## src/sv/battery_level_gauge_defines.svh

```systemverilog
// Assertion macros shared by the battery level gauge RTL.
`ifndef BATTERY_LEVEL_GAUGE_DEFINES_SVH
`define BATTERY_LEVEL_GAUGE_DEFINES_SVH

`ifndef SYNTHESIS
// Checked on every clock edge outside reset.
`define BLG_ASSERT(lbl, prop, msg) \
  lbl: assert property (@(posedge clk) disable iff (!rst_n) (prop)) else $error(msg);
// Checked on every clock edge, reset included.
`define BLG_ASSERT_RST(lbl, prop, msg) \
  lbl: assert property (@(posedge clk) (prop)) else $error(msg);
`else
`define BLG_ASSERT(lbl, prop, msg)
`define BLG_ASSERT_RST(lbl, prop, msg)
`endif

`endif

```

## src/sv/blg_pkg.sv

```systemverilog
// Package with widths, register defaults and shared types of the battery level gauge.
`timescale 1ns / 1ps
`default_nettype none

package blg_pkg;

  localparam int ADC_BITS_DEF = 12;

  localparam int CODE_W  = 12;
  localparam int LEVEL_W = 7;
  localparam int TICK_W  = 16;
  localparam int CFG_IDX_W  = 3;
  localparam int CFG_DATA_W = 16;

  localparam logic [CODE_W-1:0] FULL_THRESHOLD_RST  = 12'd1548;
  localparam logic [CODE_W-1:0] UPPER_KNEE_RST      = 12'd1468;
  localparam logic [CODE_W-1:0] MID_KNEE_RST        = 12'd1342;
  localparam logic [CODE_W-1:0] MID_OFFSET_RST      = 12'd1330;
  localparam logic [CODE_W-1:0] LOW_KNEE_RST        = 12'd1191;
  localparam logic [TICK_W-1:0] STEP_TICKS_RST      = 16'd1000;
  localparam logic [TICK_W-1:0] FULL_HOLD_TICKS_RST = 16'd3000;

  localparam logic [LEVEL_W-1:0] LEVEL_FULL      = 7'd100;
  localparam logic [LEVEL_W-1:0] LEVEL_MAX_SHOWN = 7'd99;
  localparam logic [LEVEL_W-1:0] LEVEL_UPPER_CAP = 7'd98;
  localparam logic [LEVEL_W-1:0] LEVEL_UPPER_BASE = 7'd80;
  localparam logic [LEVEL_W-1:0] LEVEL_MID_BASE  = 7'd10;

  typedef enum logic [CFG_IDX_W-1:0] {
    REG_FULL_THRESHOLD  = 3'd0,
    REG_UPPER_KNEE      = 3'd1,
    REG_MID_KNEE        = 3'd2,
    REG_MID_OFFSET      = 3'd3,
    REG_LOW_KNEE        = 3'd4,
    REG_STEP_TICKS      = 3'd5,
    REG_FULL_HOLD_TICKS = 3'd6
  } reg_idx_t;

  typedef struct packed {
    logic [CODE_W-1:0] full_threshold;
    logic [CODE_W-1:0] upper_knee;
    logic [CODE_W-1:0] mid_knee;
    logic [CODE_W-1:0] mid_offset;
    logic [CODE_W-1:0] low_knee;
    logic [TICK_W-1:0] step_ticks;
    logic [TICK_W-1:0] full_hold_ticks;
  } cfg_t;

  typedef struct packed {
    logic [LEVEL_W-1:0] level;
    logic [TICK_W-1:0]  full_timer_nxt;
  } curve_res_t;

endpackage

`default_nettype wire

```

## src/sv/blg_if.sv

```systemverilog
// Stream interfaces for the gauge input sample word and the result word.
`timescale 1ns / 1ps
`default_nettype none

interface blg_in_if;
  import blg_pkg::*;
  logic              valid;
  logic              ready;
  logic [CODE_W-1:0] voltage_code;
  logic              charging;
  logic              resync;

  modport source (output valid, output voltage_code, output charging, output resync,
                  input ready);
  modport sink   (input valid, input voltage_code, input charging, input resync,
                  output ready);
endinterface

interface blg_out_if;
  import blg_pkg::*;
  logic               valid;
  logic               ready;
  logic [LEVEL_W-1:0] level;
  logic [LEVEL_W-1:0] shown_level;

  modport source (output valid, output level, output shown_level, input ready);
  modport sink   (input valid, input level, input shown_level, output ready);
endinterface

`default_nettype wire

```

## src/sv/blg_curve.sv

```systemverilog
// Piecewise-linear voltage-to-level curve with the full-segment hold counter.
`timescale 1ns / 1ps
`default_nettype none

module blg_curve #(
  parameter int ADC_BITS = blg_pkg::ADC_BITS_DEF
) (
  input  wire logic [blg_pkg::CODE_W-1:0] voltage_code,
  input  wire blg_pkg::cfg_t              cfg,
  input  wire logic [blg_pkg::TICK_W-1:0] full_timer,
  output blg_pkg::curve_res_t             res
);
  import blg_pkg::*;

  localparam logic [CODE_W-1:0] CodeMask =
    (ADC_BITS >= CODE_W) ? {CODE_W{1'b1}} : CODE_W'((1 << ADC_BITS) - 1);

  // floor(x / 15) equals (x * RecipFifteen) >> 19 for every x below 2**16.
  localparam logic [15:0] RecipFifteen = 16'd34953;

  logic [CODE_W-1:0] code;
  logic [TICK_W:0]   full_inc;
  logic [CODE_W-1:0] up_diff;
  logic [CODE_W-1:0] mid_diff;
  logic [CODE_W-1:0] low_diff;
  logic [27:0]       low_prod;
  logic [8:0]        low_quot;

  assign code     = voltage_code & CodeMask;
  assign full_inc = {1'b0, full_timer} + (TICK_W+1)'(1);
  assign up_diff  = code - cfg.upper_knee;
  assign mid_diff = (code > cfg.mid_offset) ? code - cfg.mid_offset : '0;
  assign low_diff = code - cfg.low_knee;
  assign low_prod = 28'(low_diff) * 28'(RecipFifteen);
  assign low_quot = low_prod[27:19];

  always_comb begin
    res.full_timer_nxt = full_timer;
    res.level          = '0;
    if (code > cfg.full_threshold) begin
      if (full_inc > {1'b0, cfg.full_hold_ticks}) begin
        res.full_timer_nxt = cfg.full_hold_ticks;
        res.level          = LEVEL_FULL;
      end else begin
        res.full_timer_nxt = full_inc[TICK_W-1:0];
        res.level          = LEVEL_MAX_SHOWN;
      end
    end else if (code > cfg.upper_knee) begin
      res.full_timer_nxt = '0;
      // Past 99 the upper segment reports 98 rather than wrapping into full.
      if (up_diff[CODE_W-1:2] > 10'd19) begin
        res.level = LEVEL_UPPER_CAP;
      end else begin
        res.level = LEVEL_UPPER_BASE + LEVEL_W'(up_diff[CODE_W-1:2]);
      end
    end else if (code > cfg.mid_knee) begin
      if (mid_diff[CODE_W-1:1] > 11'd90) begin
        res.level = LEVEL_FULL;
      end else begin
        res.level = LEVEL_MID_BASE + LEVEL_W'(mid_diff[CODE_W-1:1]);
      end
    end else if (code > cfg.low_knee) begin
      if (low_quot > 9'd100) begin
        res.level = LEVEL_FULL;
      end else begin
        res.level = LEVEL_W'(low_quot);
      end
    end
  end

endmodule

`default_nettype wire

```

## src/sv/battery_level_gauge.sv

```systemverilog
// Top level of the battery level gauge: registers, display smoothing and handshake.
`timescale 1ns / 1ps
`default_nettype none
`include "battery_level_gauge_defines.svh"

// Battery level gauge. Each input word (voltage code, charging, resync) is
// captured in an input register, mapped to a 0..100 level on the configured
// curve and folded into the smoothed display level, and the pair lands in an
// output register. A new word is taken every clock cycle while the input
// register is empty or its word moves on; the output register takes that
// word when it is empty or its result is being taken, and drives the result
// valid. The bottom segment's divide-by-fifteen multiply followed by the
// display compare chain sets the clock period. Configuration writes take
// effect on the next edge and are meant to happen while no word is in flight.
module battery_level_gauge #(
  parameter int ADC_BITS = blg_pkg::ADC_BITS_DEF
) (
  input  wire logic                           clk,
  input  wire logic                           rst_n,
  blg_in_if.sink                              in_s,
  blg_out_if.source                           out_m,
  input  wire logic                           cfg_we,
  input  wire logic [blg_pkg::CFG_IDX_W-1:0]  cfg_index,
  input  wire logic [blg_pkg::CFG_DATA_W-1:0] cfg_wdata
);
  import blg_pkg::*;

  cfg_t cfg_r;

  logic              s1_v_r;
  logic [CODE_W-1:0] s1_code_r;
  logic              s1_charging_r;
  logic              s1_resync_r;

  logic               out_v_r;
  logic [LEVEL_W-1:0] out_level_r;
  logic [LEVEL_W-1:0] out_shown_r;

  logic [TICK_W-1:0]  full_timer_r;
  logic [TICK_W-1:0]  fall_timer_r, fall_timer_nxt;
  logic [TICK_W-1:0]  rise_timer_r, rise_timer_nxt;
  logic [LEVEL_W-1:0] disp_r, disp_nxt;

  logic       advance;
  curve_res_t curve;

  assign advance    = s1_v_r && (!out_v_r || out_m.ready);
  assign in_s.ready = !s1_v_r || advance;

  always_ff @(posedge clk) begin
    if (!rst_n) begin
      cfg_r.full_threshold  <= FULL_THRESHOLD_RST;
      cfg_r.upper_knee      <= UPPER_KNEE_RST;
      cfg_r.mid_knee        <= MID_KNEE_RST;
      cfg_r.mid_offset      <= MID_OFFSET_RST;
      cfg_r.low_knee        <= LOW_KNEE_RST;
      cfg_r.step_ticks      <= STEP_TICKS_RST;
      cfg_r.full_hold_ticks <= FULL_HOLD_TICKS_RST;
    end else if (cfg_we) begin
      unique case (reg_idx_t'(cfg_index))
        REG_FULL_THRESHOLD:  cfg_r.full_threshold  <= cfg_wdata[CODE_W-1:0];
        REG_UPPER_KNEE:      cfg_r.upper_knee      <= cfg_wdata[CODE_W-1:0];
        REG_MID_KNEE:        cfg_r.mid_knee        <= cfg_wdata[CODE_W-1:0];
        REG_MID_OFFSET:      cfg_r.mid_offset      <= cfg_wdata[CODE_W-1:0];
        REG_LOW_KNEE:        cfg_r.low_knee        <= cfg_wdata[CODE_W-1:0];
        REG_STEP_TICKS:      cfg_r.step_ticks      <= cfg_wdata[TICK_W-1:0];
        REG_FULL_HOLD_TICKS: cfg_r.full_hold_ticks <= cfg_wdata[TICK_W-1:0];
        default: ;
      endcase
    end
  end

  blg_curve #(.ADC_BITS(ADC_BITS)) u_curve (
    .voltage_code (s1_code_r),
    .cfg          (cfg_r),
    .full_timer   (full_timer_r),
    .res          (curve)
  );

  // Display smoothing: reload when empty or on resync, then at most one step down and one step up.
  always_comb begin
    logic [LEVEL_W-1:0] disp_ld;
    logic [LEVEL_W-1:0] disp_fall;
    logic [TICK_W:0]    fall_inc;
    logic [TICK_W:0]    rise_inc;
    disp_ld  = s1_resync_r ? '0 : disp_r;
    if (disp_ld == '0) begin
      disp_ld = curve.level;
    end
    fall_inc = {1'b0, fall_timer_r} + (TICK_W+1)'(1);
    rise_inc = {1'b0, rise_timer_r} + (TICK_W+1)'(1);

    disp_fall      = disp_ld;
    fall_timer_nxt = fall_timer_r;
    if (!s1_charging_r) begin
      if (disp_ld > curve.level) begin
        if (fall_inc > {1'b0, cfg_r.step_ticks}) begin
          fall_timer_nxt = '0;
          disp_fall      = (disp_ld == LEVEL_W'(1)) ? disp_ld : disp_ld - LEVEL_W'(1);
        end else begin
          fall_timer_nxt = fall_inc[TICK_W-1:0];
        end
      end else begin
        fall_timer_nxt = '0;
      end
    end

    disp_nxt       = disp_fall;
    rise_timer_nxt = '0;
    if (disp_fall < curve.level) begin
      if (rise_inc > {1'b0, cfg_r.step_ticks}) begin
        disp_nxt = (disp_fall >= LEVEL_MAX_SHOWN) ? LEVEL_MAX_SHOWN
                                                  : disp_fall + LEVEL_W'(1);
      end else begin
        rise_timer_nxt = rise_inc[TICK_W-1:0];
      end
    end
  end

  always_ff @(posedge clk) begin
    if (!rst_n) begin
      s1_v_r       <= 1'b0;
      out_v_r      <= 1'b0;
      full_timer_r <= '0;
      fall_timer_r <= '0;
      rise_timer_r <= '0;
      disp_r       <= '0;
    end else begin
      if (in_s.ready) begin
        s1_v_r <= in_s.valid;
      end
      if (advance) begin
        out_v_r      <= 1'b1;
        full_timer_r <= curve.full_timer_nxt;
        fall_timer_r <= fall_timer_nxt;
        rise_timer_r <= rise_timer_nxt;
        disp_r       <= disp_nxt;
      end else if (out_m.ready) begin
        out_v_r <= 1'b0;
      end
    end
  end

  always_ff @(posedge clk) begin
    if (in_s.valid && in_s.ready) begin
      s1_code_r     <= in_s.voltage_code;
      s1_charging_r <= in_s.charging;
      s1_resync_r   <= in_s.resync;
    end
    if (advance) begin
      out_level_r <= curve.level;
      out_shown_r <= disp_nxt;
    end
  end

  assign out_m.valid       = out_v_r;
  assign out_m.level       = out_level_r;
  assign out_m.shown_level = out_shown_r;

  `BLG_ASSERT_RST(a_reset_empty, !rst_n |=> (!s1_v_r && !out_v_r), "pipeline not empty after reset")
  `BLG_ASSERT(a_no_bubble, (s1_v_r && !out_v_r) |-> advance, "held word not moved to empty output")
  `BLG_ASSERT(a_result_follows, advance |=> out_v_r, "result register not loaded after advance")
  `BLG_ASSERT(a_display_one_step, (advance && !s1_resync_r && disp_r != '0) |=>
    ({1'b0, disp_r} <= {1'b0, $past(disp_r)} + 8'd1 &&
     {1'b0, disp_r} + 8'd1 >= {1'b0, $past(disp_r)}), "display moved by more than one")

endmodule

`default_nettype wire

```

## src/flat_wrapper.sv

```systemverilog
// flat-port wrapper written by rule: the top's interface ports become plain ports
module battery_level_gauge_flat import blg_pkg::*;
#(
  parameter int ADC_BITS = blg_pkg::ADC_BITS_DEF
)
  (clk, rst_n, cfg_we, cfg_index, cfg_wdata, in_s_valid, in_s_voltage_code, in_s_charging, in_s_resync, in_s_ready, out_m_valid, out_m_level, out_m_shown_level, out_m_ready);
  blg_in_if in_s_i ();
  blg_out_if out_m_i ();
  input  wire logic clk;
  input  wire logic rst_n;
  input  wire logic cfg_we;
  input  wire logic [blg_pkg::CFG_IDX_W-1:0] cfg_index;
  input  wire logic [blg_pkg::CFG_DATA_W-1:0] cfg_wdata;
  input wire logic [$bits(in_s_i.valid)-1:0] in_s_valid;
  input wire logic [$bits(in_s_i.voltage_code)-1:0] in_s_voltage_code;
  input wire logic [$bits(in_s_i.charging)-1:0] in_s_charging;
  input wire logic [$bits(in_s_i.resync)-1:0] in_s_resync;
  output wire logic [$bits(in_s_i.ready)-1:0] in_s_ready;
  output wire logic [$bits(out_m_i.valid)-1:0] out_m_valid;
  output wire logic [$bits(out_m_i.level)-1:0] out_m_level;
  output wire logic [$bits(out_m_i.shown_level)-1:0] out_m_shown_level;
  input wire logic [$bits(out_m_i.ready)-1:0] out_m_ready;
  assign in_s_i.valid = in_s_valid;
  assign in_s_i.voltage_code = in_s_voltage_code;
  assign in_s_i.charging = in_s_charging;
  assign in_s_i.resync = in_s_resync;
  assign in_s_ready = in_s_i.ready;
  assign out_m_valid = out_m_i.valid;
  assign out_m_level = out_m_i.level;
  assign out_m_shown_level = out_m_i.shown_level;
  assign out_m_i.ready = out_m_ready;
  battery_level_gauge #(.ADC_BITS(ADC_BITS)) u_core (.clk(clk), .rst_n(rst_n), .in_s(in_s_i), .out_m(out_m_i), .cfg_we(cfg_we), .cfg_index(cfg_index), .cfg_wdata(cfg_wdata));
endmodule
```

## config.mk

```make
export PLATFORM = sky130hd
export DESIGN_NAME = battery_level_gauge_flat
export DESIGN_NICKNAME = d
export VERILOG_FILES = /design/src/sv/blg_pkg.sv /design/src/sv/blg_if.sv /design/src/sv/blg_curve.sv /design/src/sv/battery_level_gauge.sv /design/src/flat_wrapper.sv
export VERILOG_INCLUDE_DIRS = /design/src /design/src/sv
export SDC_FILE = /design/constraint.sdc
export NUM_CORES = 1
export LEC_CHECK = 0
export ABC_AREA = 0
export BUFFER_PORTS_ARGS = -buffer_cell sky130_fd_sc_hd__buf_2
export CORE_MARGIN = 3
export CORE_UTILIZATION = 55
export CTS_CLUSTER_SIZE = 12
export DETAILED_ROUTE_END_ITERATION = 12
export GPL_TIMING_DRIVEN = 0
export PLACE_DENSITY = 0.81
export SYNTH_ARGS = -nofsm -noshare
export SYNTH_HDL_FRONTEND = slang
export SYNTH_HIERARCHICAL = 1
export SYNTH_SLANG_ARGS = --single-unit
```

## constraint.sdc

```tcl
create_clock -name clk -period 29.6 [get_ports clk]
set_clock_uncertainty 0.1 [all_clocks]
set_input_delay 0 -clock clk [delete_from_list [all_inputs] [get_ports clk]]
set_output_delay 0 -clock clk [all_outputs]
set_load 0.05 [all_outputs]
```

# Word level (Yosys, flattened, before mapping)
# Cells that the tools add are included.
# op_classes
addsub	10
n_mul	1
magnitude_cmp	14
n_eq_ne	7
muxes	25
bitwise	1
reduce_logical	19
# ops
cell	count
two-way mux 7 bit	15
two-way mux 16 bit	5
greater-than comparator 12 bit	5
adder 16 x 1 -> 17 bit, second input constant	3
greater-than comparator 17 x 16 -> 1 bit	3
subtractor 12 bit	3
multiplier 12 x 16 -> 28 bit, second input constant	1
two-way mux 23 bit	1
two-way mux 19 bit	1
AND reduction 2 bit	9
two-way mux 12 bit	1
greater-than comparator 11 x 7 -> 1 bit, second input constant	1
greater-than comparator 10 x 5 -> 1 bit, second input constant	1
equality test 3 bit, second input constant	3
greater-than comparator 9 x 7 -> 1 bit, second input constant	1
adder 4 x 7 -> 7 bit, first input constant	1
adder 7 x 1 -> 7 bit, second input constant	1
adder 7 bit, first input constant	1
equality test 7 x 1 -> 1 bit, second input constant	1
>= comparator 7 bit, second input constant	1
greater-than comparator 7 bit	1
logical NOT 7 bit	1
< comparator 7 bit	1
subtractor 7 x 1 -> 7 bit, second input constant	1
other kinds (9)	15
# word_totals
regBits	177
word_cells	95

# Depth between registers and ports, before layout
# Gate-level depths: netlist of the first run.
# depth
depth_word	18
mapped_depth	49

# By module
# The synthesis of the first run kept the hierarchy.
# by_module_without_submodules
mod	n_inst	cells_per_inst	area_each_um2	seq_area_each_um2
battery_level_gauge	1	1010	8574.5	3823.7
blg_curve	1	800	5794.3	0.0

# Worst setup path before layout of the first run
# Ideal clock, no wire load.
# synth_timing
kind	reg-to-reg
start	register u_core.s1_code_r[2]
end	register u_core.out_shown_r[0] (netlist: u_core/out_m.shown_level[0]), data pin
t_arrival_ns	10.039
required_ns	29.232
setup_slack_ns	19.193
path_stages_with_launch	45
n_path_buf	2
period_less_slack_ns	10.407
cell_sequence	edfxtp_1 ha_1 a21oi_1 a21boi_1 o21ai_0 a21boi_0 o21ai_0 a21oi_1 o41ai_1 xnor2_1 ha_1 inv_1 fa_1 fa_1 inv_1 ha_1 ha_1 and4_1 [9 not listed] o31ai_4 inv_2 ha_1 or2_2 a31oi_1 nand2_1 or3_4 mux2i_4 inv_1 ha_1 a21oi_1 o211ai_1 or3_1 o41ai_2 o21bai_1 buf_2 and2b_1 a21oi_1
# synth_lines
element	line_no	text
start: declaration	battery_level_gauge.sv:31	logic [CODE_W-1:0] s1_code_r;
start signal: assignment	battery_level_gauge.sv:146	s1_code_r <= in_s.voltage_code;
end signal: assignment	battery_level_gauge.sv:152	out_shown_r <= disp_nxt;
end: declaration	battery_level_gauge.sv:37	logic [LEVEL_W-1:0] out_shown_r;

==> flow_summary.json, run 1 <==
{
  "outcome": "finished, final reports clean",
  "ys_types": 104,
  "initial_core_util": 0.566,
  "cp-end-kind": "flop",
  "cts_max_level": 4,
  "p_total_mw": 0.893,
  "grt_pass1_vias": 13166,
  "ys_ff_latch": 177,
  "root_buffer": "clkbuf_16",
  "coreArea_um2": 25400,
  "dieArea_um2": 28100,
  "finalNonFillerCells": 2267,
  "worst_path_max_delay_cell": "o31ai_1",
  "cp.arrival_ns": 13.32,
  "synth_area_leaders": "dfxtp_1 21%, ha_1 16%, nand2_1 7.0%",
  "synth_common_cells": "268 x nand2_1, 180 x ha_1, 170 x inv_1",
  "drt_wl_total_um": 40900,
  "hpwl_um": 30200,
  "setup_viol": 0,
  "ant_nets": 0,
  "slew_viol_final": 0,
  "p_clk_frac": 0.279,
  "synthFlopType": "dfxtp_1",
  "cpPeakStageDelay_ns": 0.85,
  "power.switching_mw": 0.350,
  "dp.cells": 2193,
  "synth_cells": 1810,
  "synth-seq-area-share": 0.266,
  "clock_path_buffers": 2,
  "cts_tree": "built",
  "internal-power_mw": 0.543,
  "synth_area_per_cell_um2": 7.94,
  "nets": 2158,
  "p_leak_nw": 7.26,
  "rsz0062_at_grt": "false",
  "drive_gt1_frac": 0.0650,
  "firstDrtPassIters": 7,
  "place.gp.congestion": 0.932,
  "worst_slew_margin_rel": 0.139,
  "path_max_fanout": 10,
  "wire_per_inst_um": 18.0,
  "hold_viol_final": 0,
  "drc": 0,
  "rows": 58,
  "r2r_slack_ns": 16.55,
  "max_freq_mhz": 76.7,
  "worstSkewPairLatency_ns": 0.44,
  "clk_pin_slew_ns": 0.08,
  "pwr-share-comb": 0.430,
  "grt_overflow_total": 0,
  "numCtsBuffers": 17,
  "hold_path.class": "in -> reg",
  "grt_use_total": 0.284,
  "via_per_inst": 6.14,
  "numPortBuffers": 53,
  "cts.sinks": 177,
  "crit_required_ns": 29.87,
  "cap_viol_max_count": 0,
  "fin_setup_tns_ns": 0,
  "synthArstFlopShare": 0,
  "critPathKind": "reg -> reg",
  "power_frac_seq": 0.291,
  "cp-start-kind": "flop",
  "vias": 13923,
  "ir_drop_mv": 0.0402,
  "diodes": 0,
  "max_slew.worst_pin.slew_ns": 1.29,
  "fp.dieW_um": 168,
  "drt-initial-drc-count": 1292,
  "synth_nets": 2044,
  "area_delta_synth_final_pct": 12.0,
  "period_share": 0.441,
  "synth_top_area_frac": 0.208,
  "antenna_found_initial": 0,
  "fin_crit_ns": 13.05,
  "ioPinCount": 54,
  "p_per_area_nw_per_um2": 55.4,
  "cts_setup_buffers": 0,
  "crit_top_cell": "ha_1",
  "netlist_area_um2": 14400,
  "yosys.area.top_type": "dfxtp_1",
  "synthMostInstantiatedCell": "nand2_1",
  "die_h_um": 168,
  "ys.warnings.count": 6,
  "grt_pass1_wl_um": 65700,
  "synth_edf_count": 28,
  "grt_start_max_net_pins": 24,
  "swShare": 0.392
}
registers in the layout, summed over array words and instances (netlist names):
register and flops:
u_core/s1_code_r 12, u_core/s1_v_r 1, u_core/cfg_r 92, u_core/out_m.level 7, u_core/full_timer_r 16, u_core/out_m.shown_level 7
u_core/fall_timer_r 16, u_core/out_m.valid 1, u_core/s1_resync_r 1, u_core/rise_timer_r 16, u_core/s1_charging_r 1, u_core/disp_r 7
routing by layer:
layer  global-route usage  routed length (um)  vias to the layer above
met2                0.464               18800                      691
met5                    0                   0                        -
li1                     -                   -                     6665
met1                0.380               17400                     6471
met4                0.104                1240                        0
met3               0.0463                3410                       96
kinds of logic after synthesis:
| group | after synthesis | synth area share |
|---|---|---|
| mux | 29 | 0.0211 |
| fa+ha+maj | 196 | 0.179 |
| buf+inv | 235 | 0.0627 |
| flops | 177 | 0.266 |
| xor+xnor | 77 | 0.0469 |
| compound gates | 408 | 0.195 |
| simple gates | 688 | 0.229 |
through the flow:
stage	cell area (um^2)	setup slack (ns)	util	hold slack, ns
final	16100	16.55	0.634	0.172
after global routing	16100	15.74	0.634	0.166
after CTS	16100	16.75	0.634	0.158
after detailed placement	15000	16.78	0.592	0.0785
after global placement	15000	17.06	0.592	0.0767
after floorplan	14400	19.19	-	-0.00113
power by group through the flow:
stage | registers (mW) | clock network [mW] | logic, mW
floorplan | 0.266 | 0 | 0.273
finish | 0.260 | 0.249 | 0.384
global placement | 0.265 | 0 | 0.354
global route | 0.260 | 0.262 | 0.427
detailed placement | 0.265 | 0 | 0.368
CTS | 0.260 | 0.251 | 0.376
layout make-up:
| class | count | area, um^2 |
|---|---|---|
| multi-input cells | 1398 | 9640 |
| fillers | 2136 | 9300 |
| flip-flops and latches | 177 | 3820 |
| inverters | 172 | 646 |
| clock inverters | 12 | 195 |
| well taps | 330 | 413 |
| plain buffers | 63 | 255 |
| repair buffers | 95 | 686 |
| clock buffers | 20 | 437 |
critical path, delay by kind of cell (launching register included):
family / cells / cell delay (ns)
AOI/OAI and AO/OA: 21 / 5.53
adders and majority gates: 8 / 2.69
and+or+nand+nor: 7 / 2.34
buffers and inverters: 7 / 0.98
DFF: 1 / 0.58
xor gates and xnor gates: 1 / 0.46
muxes: 1 / 0.30
cell usage in the layout (no fill, tap or decap), types with 43 or more instances in the layout:
| cell | instances |
|---|---|
| o21ai_0 | 43 |
| xnor2_1 | 45 |
| ha_1 | 180 |
| nand2_1 | 268 |
| a21oi_1 | 131 |
| nor2_1 | 122 |
| nand3_1 | 76 |
| buf_2 | 58 |
| clkbuf_1 | 56 |
| dfxtp_1 | 149 |
| inv_1 | 170 |
timing repair:
action                                 CTS  global route
resized for setup                        0             0
endpoints found under the hold margin  109             0
hold buffers                            42             0
final timing paths:
| kind | start | cells after the start | to |
|---|---|---|---|
| worst max register to register | u_core/s1_code_r[2] | 45 | u_core/rise_timer_r[1] |
| worst min-delay path | in_s_voltage_code[4] | 2 | u_core/s1_code_r[4] |
| worst min register to register | u_core/cfg_r[87] | 2 | u_core/cfg_r[87] |
| worst max-delay path | u_core/s1_code_r[2] | 45 | u_core/rise_timer_r[1] |
Power figures use the tool's default switching activity.
==> run 2, diff against run 1 <==
- clock period: 29.6 -> 13.5 ns (I/O delays scaled with it)
==> run 2 against run 1 <==
Final area about the same. Combinational power rose by 120%. Fmax increased by 2.4%. Critical path depth is 1 lower. Clock power is 120% higher. Die area stayed put. Total power rose by 120%. Critical endpoint is now u_core/out_m.shown_level[0]. Highest routed layer unchanged.
==> flow_summary.json, run 2 (synthesis gave the netlist of run 1 again) <==
{
  "outcome": "finished, final reports clean",
  "hold_path.class": "in -> reg",
  "cts_max_level": 4,
  "r2r_cells": 44,
  "max_freq_mhz": 78.5,
  "numPortBuffers": 53,
  "ir_drop_mv": 0.0882,
  "top_register": "u_core/cfg_r",
  "p_clk_frac": 0.278,
  "r2r_end": "u_core/out_m.shown_level[0]",
  "dieArea_um2": 28100,
  "cp-endpoint": "u_core/out_m.shown_level[0]",
  "p_leak_nw": 7.26,
  "grt_pass1_wl_um": 65700,
  "nets": 2158,
  "initial_core_util": 0.566,
  "grt_use_total": 0.284,
  "fin_setup_tns_ns": 0,
  "cts_setup_buffers": 0,
  "fin_crit_ns": 12.74,
  "layout_common_cells": "268 x nand2_1, 180 x ha_1, 170 x inv_1, 149 x dfxtp_1, 131 x a21oi_1",
  "clock_path_buffers": 2,
  "slew_viol_final": 0,
  "area_delta_synth_final_pct": 12.1,
  "root_buffer": "clkbuf_16",
  "internal-power_mw": 1.19,
  "rsz0062_at_grt": "false",
  "coreArea_um2": 25400,
  "p_per_area_nw_per_um2": 122,
  "cp.arrival_ns": 12.82,
  "drive_gt1_frac": 0.0656,
  "critPathKind": "reg -> reg",
  "crit_family": "compound AO/OA/AOI/OAI gates",
  "crit_required_ns": 13.58,
  "max_slew.worst_pin.slew_ns": 1.28,
  "p_total_mw": 1.96,
  "die_h_um": 168,
  "power.switching_mw": 0.770,
  "cp-end-kind": "flop",
  "pwr-share-comb": 0.431,
  "wire_per_inst_um": 18.0,
  "worst_slew_margin_rel": 0.147,
  "cpPeakStageDelay_ns": 0.58,
  "vias": 13913,
  "hold_viol_final": 0,
  "grt_overflow_total": 0,
  "fp.dieW_um": 168,
  "grt_pass1_vias": 13166,
  "largest_reg_flops": 92,
  "critPathLaunch": "u_core/s1_code_r[2]",
  "cts_tree": "built",
  "period_share": 0.944,
  "place.gp.congestion": 0.932,
  "diodes": 0,
  "drc": 0,
  "firstDrtPassIters": 6,
  "hpwl_um": 30200,
  "crit_top_cell": "ha_1",
  "antenna_found_initial": 0,
  "grt_start_max_net_pins": 24,
  "rows": 58,
  "setup_viol": 0,
  "power_frac_seq": 0.291,
  "crit_buf_inv": 6,
  "clk_pin_slew_ns": 0.07,
  "r2r_slack_ns": 0.76,
  "ioPinCount": 54,
  "cp_num_cells": 44,
  "path_max_fanout": 10,
  "cts.sinks": 177,
  "via_per_inst": 6.14,
  "drt_wl_total_um": 40900,
  "drt-initial-drc-count": 1379,
  "cp-start-kind": "flop",
  "cap_viol_max_count": 0,
  "numCtsBuffers": 17,
  "worst_path_max_delay_cell": "edfxtp_1",
  "swShare": 0.393,
  "worstSkewPairLatency_ns": 0.45,
  "final_common_cell": "nand2_1",
  "r2r_start": "u_core/s1_code_r[2]",
  "ant_nets": 0
}
-- run 2: cell counts in the layout (fill, tap and decap cells not counted) --
Identical to the previous run, type by type.
-- run 2: metrics by stage --
stage	util	hold slack, ns	std cells	worst slack (ns)	cell area (um^2)
floorplan	-	-0.00113	1810	3.09	14400
global placement	0.592	0.0767	2193	0.963	15000
detailed placement	0.592	0.0785	2193	0.684	15000
CTS	0.634	0.158	2267	0.651	16100
global route	0.634	0.166	2267	0.0847	16100
finish	0.634	0.169	2267	0.761	16100
-- run 2: repair_timing --
item	in CTS	in global routing
hold buffers	42	0
setup endpoints to repair	0	26
endpoints found under the hold margin	109	0
gates resized for setup	0	2
-- run 2: routing by layer --
metal | GRT usage | up-vias | routed length [um]
met4 | 0.104 | 0 | 1340
met5 | 0 | - | 0
met3 | 0.0463 | 110 | 3150
li1 | - | 6662 | -
met1 | 0.380 | 6497 | 17700
met2 | 0.464 | 644 | 18600
-- run 2: final cells by class --
type | instances | area [um^2]
Fill cell | 2133 | 9290
Clock inverter | 12 | 195
Timing Repair Buffer | 95 | 686
Multi-Input combinational cell | 1398 | 9660
Sequential cell | 177 | 3820
Buffer | 63 | 255
Inverter | 172 | 646
Tap cell | 330 | 413
Clock buffer | 20 | 437
-- run 2: worst min path at each step --
stage,cells after the start,start,to
4_1_cts,2,in_s_voltage_code[1],u_core/s1_code_r[1]
2_1_floorplan,0,in_s_charging,u_core/s1_charging_r
5_1_grt,2,in_s_charging,u_core/s1_charging_r
6_report,2,in_s_charging,u_core/s1_charging_r
3_3_place_gp,1,in_s_voltage_code[0],u_core/s1_code_r[0]
3_5_place_dp,1,in_s_voltage_code[2],u_core/s1_code_r[2]
-- run 2: power groups by stage --
stage / sequential [mW] / clock (mW) / combinational, mW
CTS: 0.569 / 0.551 / 0.825
global placement: 0.580 / 0 / 0.775
floorplan: 0.584 / 0 / 0.599
finish: 0.570 / 0.545 / 0.845
global route: 0.571 / 0.574 / 0.940
detailed placement: 0.581 / 0 / 0.806
==> run 3, diff against run 2 <==
- CORE_UTILIZATION: 55 -> 35
- PLACE_DENSITY: 0.81 -> 0.59
- SYNTH_HIERARCHICAL: 1 -> unset
==> run 3 against run 2 <==
Register-to-register slack worse by 0.05 ns. Critical path depth is 6 higher. Final cell count is 5.6% higher. Via count is 6.8% lower. Total power is 5.1% lower. Synthesized cell count is 3.2% lower. Sequential power hardly changed. Highest routed layer unchanged. Hold slack worse by 0.13 ns.
==> flow_summary.json, run 3 <==
{
  "worst_slew_margin_rel": 0.249,
  "setup_viol": 0,
  "rsz0062_at_grt": "false",
  "top_register": "u_core.cfg_r",
  "clk_pin_slew_ns": 0.08,
  "fp.dieW_um": 208,
  "ys.warnings.count": 0,
  "nets": 2091,
  "layout_common_cells": "230 x nand2_1, 180 x ha_1, 166 x inv_1, 149 x dfxtp_1, 133 x a21oi_1",
  "grt_use_total": 0.189,
  "largest_reg_flops": 92,
  "final-seq-area_um2": 3820,
  "grt_overflow_total": 0,
  "period_share": 0.948,
  "cp.arrival_ns": 12.90,
  "synth_cells": 1752,
  "wire_per_inst_um": 17.4,
  "synthArstFlopShare": 0,
  "netlist_area_um2": 14300,
  "grt_pass1_vias": 12635,
  "coreArea_um2": 40100,
  "crit_top_cell": "a21oi_1",
  "synthMostInstantiatedCell": "nand2_1",
  "hold_path.class": "in -> reg",
  "diodes": 0,
  "numCtsBuffers": 17,
  "cp-start-kind": "flop",
  "dieArea_um2": 43400,
  "final_area_um2": 16200,
  "synth_common_cells": "230 x nand2_1, 180 x ha_1, 166 x inv_1",
  "postLayoutSetupSlackWorst_ns": 0.709,
  "clock_path_buffers": 2,
  "use_met2": 0.328,
  "use_met3": 0.0264,
  "drt_wl_total_um": 41700,
  "synthFlopType": "dfxtp_1",
  "p_per_area_nw_per_um2": 115,
  "cts_setup_buffers": 0,
  "outcome": "finished, final reports clean",
  "cts.sinks": 177,
  "yosys.area.top_type": "dfxtp_1",
  "whs_ns": 0.0434,
  "drc": 0,
  "max_slew.worst_pin.slew_ns": 1.12,
  "crit_required_ns": 13.61,
  "antenna_found_initial": 0,
  "numPortBuffers": 50,
  "synth_top_area_frac": 0.208,
  "area_delta_synth_final_pct": 13.2,
  "hold_viol_final": 0,
  "synth_nets": 1986,
  "multi_input_area_um2": 9660,
  "critPathKind": "reg -> reg",
  "synth-seq-area-share": 0.267,
  "worstSkewPairLatency_ns": 0.45,
  "p_leak_nw": 6.98,
  "path_max_fanout": 8,
  "ioPinCount": 54,
  "place.gp.congestion": 0.878,
  "max_freq_mhz": 78.2,
  "n_fill_cell": 4070,
  "p_clk_frac": 0.269,
  "final_core_util": 0.404,
  "die_h_um": 208,
  "ir_drop_mv": 0.0964,
  "ys_types": 112,
  "slew_viol_final": 0,
  "grt_pass1_wl_um": 66800,
  "power.switching_mw": 0.738,
  "firstDrtPassIters": 5,
  "grt_use_met1": 0.243,
  "fin_crit_ns": 12.79,
  "pre_cts_slack_ns": 0.275,
  "ys_ff_latch": 177,
  "root_buffer": "clkbuf_16",
  "drive_gt1_frac": 0.0851,
  "initial_core_util": 0.357,
  "dpl_cell_area_um2": 15200,
  "cpPeakStageDelay_ns": 0.61,
  "worst_path_max_delay_cell": "edfxtp_1",
  "crit_buf_inv": 3,
  "drt-initial-drc-count": 697,
  "cts_max_level": 4,
  "hpwl_um": 32800,
  "power_frac_seq": 0.307,
  "grt_start_max_net_pins": 24,
  "internal-power_mw": 1.12,
  "rows": 73,
  "pwr-share-comb": 0.424,
  "ant_nets": 0,
  "crit_family": "compound AO/OA/AOI/OAI gates",
  "vias": 12970,
  "synth_edf_count": 28,
  "top_usage_layer": "met2",
  "swShare": 0.397,
  "fin_setup_tns_ns": 0,
  "synth_area_leaders": "dfxtp_1 21%, ha_1 16%, nand2_1 6.0%",
  "final_common_cell": "nand2_1",
  "cts_tree": "built",
  "via_per_inst": 5.42,
  "cp-end-kind": "flop",
  "cap_viol_max_count": 0,
  "synth_area_per_cell_um2": 8.18
}
## run 3: path summary, 6_finish.rpt
check,start,to,slack [ns],cells past startpoint
max,u_core.s1_code_r[2],u_core.out_m.shown_level[5],0.71,50
min,cfg_index[0],u_core.cfg_r[46],0.04,5
max reg2reg,u_core.s1_code_r[2],u_core.out_m.shown_level[5],0.71,50
min reg2reg,u_core.cfg_r[55],u_core.cfg_r[55],0.36,2
## run 3: logic make-up after synthesis
logic type / share of synthesized area
and+or+nand+nor: 0.209
AOI/OAI and AO/OA: 0.236
buffers and inverters: 0.0613
adders and majority gates: 0.180
DFF: 0.267
xor gates and xnor gates: 0.0416
muxes: 0.00655
## run 3: area by class of cell
class	count	share of cell area
flip-flops and latches	177	0.236
well taps	525	0.0405
repair buffers	86	0.0377
inverters	169	0.0391
multi-input cells	1356	0.596
plain buffers	50	0.0150
clock buffers	17	0.0262
clock inverters	14	0.0100
## run 3: per-stage QoR
step	instances	power [mW]
2_1_floorplan	1752	1.15
3_3_place_gp	2327	1.33
3_5_place_dp	2327	1.35
4_1_cts	2394	1.87
5_1_grt	2394	2.00
6_report	2394	1.86
## run 3: metal layers
| layer | routed length, um | part of all wire | up-vias |
|---|---|---|---|
| met1 | 19200 | 0.46 | 6118 |
| met2 | 20000 | 0.48 | 258 |
| met5 | 0 | 0 | - |
| li1 | - | - | 6537 |
| met4 | 1140 | 0.027 | 0 |
| met3 | 1390 | 0.033 | 57 |
## run 3: what timing repair did
item,4_1_cts,5_1_grt
endpoints found under the hold margin,109,0
endpoints found under the setup margin,0,30
hold buffers,36,0
resized for setup,0,6
## run 3: power groups by stage
stage	registers (mW)	clock network (mW)	logic, mW
global placement	0.582	0	0.750
global route	0.571	0.536	0.890
floorplan	0.586	0	0.564
finish	0.570	0.501	0.790
CTS	0.570	0.515	0.781
detailed placement	0.582	0	0.764
## run 3: worst min-delay path: cells and delay by family
kind | cells | cell delay [ns]
AND/OR/NAND/NOR | 3 | 0.33
buffers and inverters | 1 | 0.16
AO/OA/AOI/OAI | 1 | 0.05
